### src/hdl/itoaf_pkg.sv
// Shared codes, prefix types and character helpers for the integer to ASCII formatter.
// Used by integer_to_ascii_formatter_unit and its port checker; no dependencies.
package itoaf_pkg;

	localparam logic [2:0] ACT_SDEC = 3'd0;
	localparam logic [2:0] ACT_UDEC = 3'd1;
	localparam logic [2:0] ACT_HEXL = 3'd2;
	localparam logic [2:0] ACT_HEXU = 3'd3;
	localparam logic [2:0] ACT_PTR  = 3'd4;

	localparam int ACT_W   = 3;
	localparam int VALUE_W = 64;
	localparam int CHAR_W  = 8;
	localparam int POS_W   = 5;
	localparam int RUN_MAX = 18;

	localparam int BIN_W   = 32;
	localparam int BCD_DIG = 10;
	localparam int BCD_W   = 4 * BCD_DIG;

	localparam logic [7:0] ASCII_ZERO = 8'd48;
	localparam logic [7:0] ASCII_UPA  = 8'd55;
	localparam logic [7:0] ASCII_LOWA = 8'd87;

	typedef enum logic [1:0] {
		PFX_NONE,
		PFX_MINUS,
		PFX_HEX,
		PFX_NIL
	} pfx_t;

	function automatic logic [BCD_W-1:0] bcd_adjust(input logic [BCD_W-1:0] b);
		logic [BCD_W-1:0] r;
		r = b;
		for (int d = 0; d < BCD_DIG; d++) begin
			if (b[4*d +: 4] >= 4'd5)
				r[4*d +: 4] = b[4*d +: 4] + 4'd3;
		end
		return r;
	endfunction

	function automatic logic [7:0] hex_char(input logic [3:0] n, input logic upper);
		logic [7:0] r;
		if (n < 4'd10)
			r = ASCII_ZERO + {4'b0, n};
		else if (upper)
			r = ASCII_UPA + {4'b0, n};
		else
			r = ASCII_LOWA + {4'b0, n};
		return r;
	endfunction

	function automatic logic [2:0] prefix_len(input pfx_t k);
		logic [2:0] r;
		case (k)
			PFX_MINUS: r = 3'd1;
			PFX_HEX:   r = 3'd2;
			PFX_NIL:   r = 3'd5;
			default:   r = 3'd0;
		endcase
		return r;
	endfunction

	function automatic logic [7:0] prefix_char(input pfx_t k, input logic [2:0] i);
		logic [7:0] r;
		case (k)
			PFX_MINUS: r = 8'h2D;
			PFX_HEX:   r = (i == 3'd0) ? 8'h30 : 8'h78;
			PFX_NIL: begin
				case (i)
					3'd0:    r = 8'h28;
					3'd1:    r = 8'h6E;
					3'd2:    r = 8'h69;
					3'd3:    r = 8'h6C;
					default: r = 8'h29;
				endcase
			end
			default:   r = 8'h00;
		endcase
		return r;
	endfunction

endpackage

### src/hdl/integer_to_ascii_formatter_unit.sv
// Integer to ASCII formatter: one number in, its characters out, one per word.
// First character: hex and pointer values first skip leading zero nibbles, a null pointer
// goes straight to its prefix, decimal first runs a shift-add-3 conversion of the low 32 bits.
// One item at a time: the input stalls until its last character word is issued; with
// out_stall low, one character word per cycle.
// Reset (arst_n low) clears the sequencer and the output valid at once.
module integer_to_ascii_formatter_unit (
	input  logic                          clk,
	input  logic                          arst_n,
	input  logic                          in_valid,
	output logic                          in_stall,
	input  logic [itoaf_pkg::ACT_W-1:0]   action,
	input  logic [itoaf_pkg::VALUE_W-1:0] value,
	output logic                          out_valid,
	input  logic                          out_stall,
	output logic [itoaf_pkg::CHAR_W-1:0]  char_byte,
	output logic [itoaf_pkg::POS_W-1:0]   position,
	output logic                          last
);
	import itoaf_pkg::*;

	typedef enum logic [1:0] {
		ST_IDLE,
		ST_DABBLE,
		ST_SKIP,
		ST_EMIT
	} state_t;

	state_t               state_q;
	logic                 out_valid_q;
	logic [BIN_W-1:0]     bin_q;
	logic [BCD_W-1:0]     bcd_q;
	logic [VALUE_W-1:0]   dig_q;
	logic [4:0]           ndig_q;
	logic [4:0]           cnt_q;
	pfx_t                 kind_q;
	logic                 upper_q;
	logic [2:0]           pre_idx_q;
	logic [POS_W-1:0]     pos_q;
	logic [CHAR_W-1:0]    char_q;
	logic [POS_W-1:0]     position_q;
	logic                 last_q;

	logic                 in_go;
	logic                 emit_go;
	logic                 pre_active;
	logic                 emit_last;
	logic [CHAR_W-1:0]    emit_char;
	logic [BCD_W-1:0]     bcd_adj;
	logic [BCD_W-1:0]     bcd_next;
	logic [BIN_W-1:0]     low;
	logic [BIN_W-1:0]     neg_mag;
	logic                 skip_go;
	logic                 neg_in;
	logic                 nil_in;

	assign in_stall   = (state_q != ST_IDLE);
	assign in_go      = in_valid && !in_stall;
	assign emit_go    = (state_q == ST_EMIT) && (!out_valid_q || !out_stall);
	assign pre_active = (pre_idx_q < prefix_len(kind_q));
	assign emit_last  = pre_active ? ((pre_idx_q == prefix_len(kind_q) - 3'd1) && (ndig_q == 5'd0))
	                               : (ndig_q == 5'd1);
	assign emit_char  = pre_active ? prefix_char(kind_q, pre_idx_q)
	                               : hex_char(dig_q[VALUE_W-1 -: 4], upper_q);
	assign bcd_adj    = bcd_adjust(bcd_q);
	assign bcd_next   = {bcd_adj[BCD_W-2:0], bin_q[BIN_W-1]};
	assign low        = value[BIN_W-1:0];
	assign neg_mag    = BIN_W'(~low + 32'd1);
	assign skip_go    = (dig_q[VALUE_W-1 -: 4] == 4'd0) && (ndig_q > 5'd1);
	assign neg_in     = (action == ACT_SDEC) && low[BIN_W-1];
	assign nil_in     = (action == ACT_PTR) && (value == '0);

	assign out_valid = out_valid_q;
	assign char_byte = char_q;
	assign position  = position_q;
	assign last      = last_q;

	always_ff @(posedge clk or negedge arst_n) begin
		if (!arst_n) begin
			state_q     <= ST_IDLE;
			out_valid_q <= 1'b0;
		end else begin
			if (emit_go)
				out_valid_q <= 1'b1;
			else if (!out_stall)
				out_valid_q <= 1'b0;
			case (state_q)
				ST_IDLE: begin
					if (in_go) begin
						case (action)
							ACT_SDEC, ACT_UDEC: state_q <= ST_DABBLE;
							ACT_HEXL, ACT_HEXU: state_q <= ST_SKIP;
							ACT_PTR:            state_q <= (value == '0) ? ST_EMIT : ST_SKIP;
							default:            state_q <= ST_IDLE;
						endcase
					end
				end
				ST_DABBLE: begin
					if (cnt_q == 5'd31)
						state_q <= ST_SKIP;
				end
				ST_SKIP: begin
					if (!skip_go)
						state_q <= ST_EMIT;
				end
				ST_EMIT: begin
					if (emit_go && emit_last)
						state_q <= ST_IDLE;
				end
				default: state_q <= ST_IDLE;
			endcase
		end
	end

	always_ff @(posedge clk) begin
		case (state_q)
			ST_IDLE: begin
				cnt_q     <= 5'd0;
				pre_idx_q <= 3'd0;
				pos_q     <= '0;
				bcd_q     <= '0;
				upper_q   <= (action == ACT_HEXU);
				dig_q     <= value;
				ndig_q    <= nil_in ? 5'd0 : 5'd16;
				bin_q     <= neg_in ? neg_mag : low;
				if (neg_in)
					kind_q <= PFX_MINUS;
				else if (action == ACT_PTR)
					kind_q <= nil_in ? PFX_NIL : PFX_HEX;
				else
					kind_q <= PFX_NONE;
			end
			ST_DABBLE: begin
				bcd_q <= bcd_next;
				bin_q <= {bin_q[BIN_W-2:0], 1'b0};
				cnt_q <= cnt_q + 5'd1;
				if (cnt_q == 5'd31) begin
					dig_q  <= {bcd_next, {(VALUE_W - BCD_W){1'b0}}};
					ndig_q <= 5'(BCD_DIG);
				end
			end
			ST_SKIP: begin
				if (skip_go) begin
					dig_q  <= {dig_q[VALUE_W-5:0], 4'b0};
					ndig_q <= ndig_q - 5'd1;
				end
			end
			ST_EMIT: begin
				if (emit_go) begin
					char_q     <= emit_char;
					position_q <= pos_q;
					last_q     <= emit_last;
					pos_q      <= pos_q + 5'd1;
					if (pre_active) begin
						pre_idx_q <= pre_idx_q + 3'd1;
					end else begin
						dig_q  <= {dig_q[VALUE_W-5:0], 4'b0};
						ndig_q <= ndig_q - 5'd1;
					end
				end
			end
			default: ;
		endcase
	end

endmodule

### config.mk
export PLATFORM = sky130hd
export DESIGN_NAME = integer_to_ascii_formatter_unit
export DESIGN_NICKNAME = d
export VERILOG_FILES = /design/src/hdl/itoaf_pkg.sv /design/src/hdl/integer_to_ascii_formatter_unit.sv
export SDC_FILE = /design/constraint.sdc
export NUM_CORES = 1
export LEC_CHECK = 0
export BUFFER_PORTS_ARGS = -buffer_cell sky130_fd_sc_hd__buf_2
export CAP_MARGIN = 15
export CORE_AREA = 2 2 136 138
export DETAILED_ROUTE_END_ITERATION = 10
export DIE_AREA = 0 0 138 140
export GPL_TIMING_DRIVEN = 0
export PLACE_DENSITY = 0.76
export SLEW_MARGIN = 20
export SYNTH_ARGS = -nofsm -noshare
export SYNTH_HDL_FRONTEND = slang
export SYNTH_SLANG_ARGS = --single-unit
### constraint.sdc
create_clock -name clk -period 7 [get_ports clk]
set_input_delay 1.4 -clock clk [delete_from_list [all_inputs] [get_ports clk]]
set_output_delay 1.4 -clock clk [all_outputs]
set_load 0.02 [all_outputs]
==> impl_metrics.tcl <==
set metrics [dict create \
    period_share 0.575 \
    cts_tree "built" \
    mappedNetlistNets 1033 \
    achievable-frequency_mhz 248 \
    cellPowerDensity_mw_per_mm2 515 \
    ant_cells 0 \
    dp_hpwl_microns 17800 \
    totalNegativeSetupSlack_ns 0 \
    unrepaired_setup_endpoints_after_global_routing "false" \
    layout-drive-gt1-share 0.132 \
    synth-warning-count 0 \
    fill_cells 1482 \
    number_of_antenna_violations_at_the_first_check_in_global_routing 0 \
    synth_top_area_frac 0.537 \
    postSynth.topFlopCell "edfxtp_1" \
    postSynthCellCount 916 \
    cts_setup_buffers 0 \
    core.rowCount 49 \
    buffer_cell_driving_the_clock_tree_root "clkbuf_16" \
    final_hold_viol_count 0 \
    routed_wire_length_per_instance_microns 19.9 \
    cts_max_path_buffers 2 \
    multi_input_area_sq_mm 0.00401 \
    chipWidth_microns 138 \
    die-area_sq_mm 0.0193 \
    timing.slew.headroom 0.457 \
    ff_latch_area_sq_mm 0.00518 \
    finish.utilization 0.616 \
    synth-async-reset-ratio 0.0173 \
    final-setup-viol-count 0 \
    global_route_wire_length_before_repair_microns 39000 \
    port-buffer-count 84 \
    avg_synthesized_cell_area_sq_um 10.4 \
    clk_pin_slew_ns 0.07 \
    antenna_violating_nets_post_route 0 \
    globalplace.congestion 0.917 \
    crit_path_start_kind "register" \
    synth-edff-count 170 \
    holdBufCountCts 0 \
    floorplan.core_area_sq_mm 0.0178 \
    detail_route.vias_per_cell 6.06 \
    clock_latency_ns 0.45 \
    timing.critical_path.arrival_ns 4.19 \
    worstMarginPinSlew_ns 0.815 \
    critical_path_class "reg -> reg" \
    io-pin-count 87 \
    gr_overflow_total 0 \
    ir_worst_vdd_mv 0.265 \
    worstPathRequired_ns 7.17 \
    route.final.wire_length_microns 25200 \
    holdCritPathClass "reg -> reg" \
    synth.largest_area_cell "edfxtp_1" \
    synth.top_cells.by_area "edfxtp_1 (54%), ha_1 (6.1%), nand2_1 (5.3%), o21ai_0 (5.3%), xnor2_1 (3.9%)" \
    number_of_clock_sinks_seen_by_cts 173 \
    timing.clock.skew_ns 0.00999 \
    synth-seq-cells 173 \
    flow.area_growth_from_synthesis_pct 15.3 \
    synth.cell_area_sq_mm 0.00950 \
    via_count 7674 \
    final_max_slew_viol_count 0 \
    first_global_vias 7456 \
    post_cts_resized 0 \
    initial_core_util 0.534 \
    synth.lib_cells_used.distinct 56 \
    endpoint_kind "register" \
    crit_fanout 51 \
    drv.max_cap_violation_count 0 \
    final_nets 1142 \
    seq_area_frac_synth 0.545 \
    min_period_ns 4.03 \
    dr.first_iter.drc_count 888 \
    track_usage 0.259 \
    cts.htree.levels 4 \
    drtPass1Iterations 5 \
    die_h_microns 140 \
    timing.reg2reg.setup_slack_ns 2.97 \
    status "finished, final reports clean" \
    largest_net_degree_at_the_start_of_global_routing 52 \
    number_of_buffers_created_by_cts 17 \
    p_leak_nw 4.15 \
    route.detailed.drc 0 \
]
per-layer routing:
metal / GRT usage / vias up / wire (microns)
met5: 0 / - / 0
met4: 0.105 / 0 / 803
met3: 0.0533 / 71 / 2190
met2: 0.434 / 381 / 12200
met1: 0.331 / 3670 / 9990
li1: - / 3552 / -
flip-flops by register name, indices dropped and copies added (netlist names), 3 cells and up:
register / cells
pre_idx_q: 3
bcd_q: 40
bin_q: 32
pos_q: 5
ndig_q: 5
cnt_q: 5
position: 5
char_byte: 7
dig_q: 64
cells by family (layout without fill, tap and decap cells):
logic type | after synthesis | count (layout) | synth area share
adders and majority gates | 46 | 46 | 0.0606
xor gates and xnor gates | 53 | 53 | 0.0489
and+or+nand+nor | 310 | 310 | 0.156
muxes | 3 | 3 | 0.00356
other | 1 | 1 | 0.000395
AOI/OAI and AO/OA | 243 | 243 | 0.150
DFF | 173 | 173 | 0.545
buffers and inverters | 87 | 209 | 0.0356
critical path: stages (launching register included):
cell	delay (ns)
dfrtp_1	0.45
inv_1	0.09
ha_1	0.39
inv_1	0.20
clkbuf_1	0.61
buf_1	0.68
buf_1	0.55
nand2_4	0.40
buf_16	0.34
layout make-up:
class | instances | area share
Sequential cell | 173 | 0.473
Clock buffer | 17 | 0.0388
Clock inverter | 15 | 0.0192
Buffer | 41 | 0.0151
Multi-Input combinational cell | 656 | 0.367
Tap cell | 229 | 0.0262
Timing Repair Buffer | 90 | 0.0455
Inverter | 46 | 0.0158
synthesized netlist by cell type (8+ instances only):
library cell	n
inv_1	45
and3_1	11
xnor2_1	42
nand2_1	134
a31oi_1	11
xor2_1	11
clkbuf_1	36
nor3_1	14
o21ai_0	100
and2_1	18
a21oi_1	61
nand2b_1	12
a22oi_1	11
ha_1	46
edfxtp_1	170
nand3_1	8
a211oi_1	23
nor2_1	59
a21o_1	13
nor4_1	15
cells in the final DEF (no fill, tap or decap), drive strengths merged, types with 14 or more instances in the layout:
cell type  instances
nor4              16
o21ai            101
clkbuf            53
nor2              59
a21oi             61
nand2            134
nor3              14
and2              18
buf               95
edfxtp           170
xnor2             42
inv               48
ha                46
a211oi            23
power breakdown:
part | leakage, nW | switching (mW) | internal (mW)
logic | 2.10 | 1.59 | 0.764
clock network | 0.293 | 0.428 | 0.602
registers | 1.76 | 0.275 | 1.99
total | 4.15 | 2.29 | 3.35
path summary, 6_finish.rpt:
path / cells after the start / to / from
hold reg to reg: 0 / position[4] / pos_q[4]
setup / recovery: 8 / bin_q[0] / state_q[1]
hold / removal: 0 / position[4] / pos_q[4]
min in group asynchronous: 1 / out_valid / arst_n
max in group asynchronous: 1 / state_q[1] / arst_n
setup reg to reg: 8 / bin_q[0] / state_q[1]
metrics by stage:
step / setup WS, ns / cell area, sq um / hold WS [ns] / cells / power [mW]
2_1_floorplan: 2.03 / 9510 / 0.448 / 916 / 3.80
3_3_place_gp: 0.478 / 10200 / 0.463 / 1229 / 4.47
3_5_place_dp: 2.94 / 10300 / 0.475 / 1235 / 4.57
4_1_cts: 3.01 / 11000 / 0.492 / 1267 / 5.61
5_1_grt: 2.72 / 11000 / 0.515 / 1267 / 5.97
6_report: 2.97 / 11000 / 0.487 / 1267 / 5.64
No activity file was read; power rests on OpenSTA's default activity.
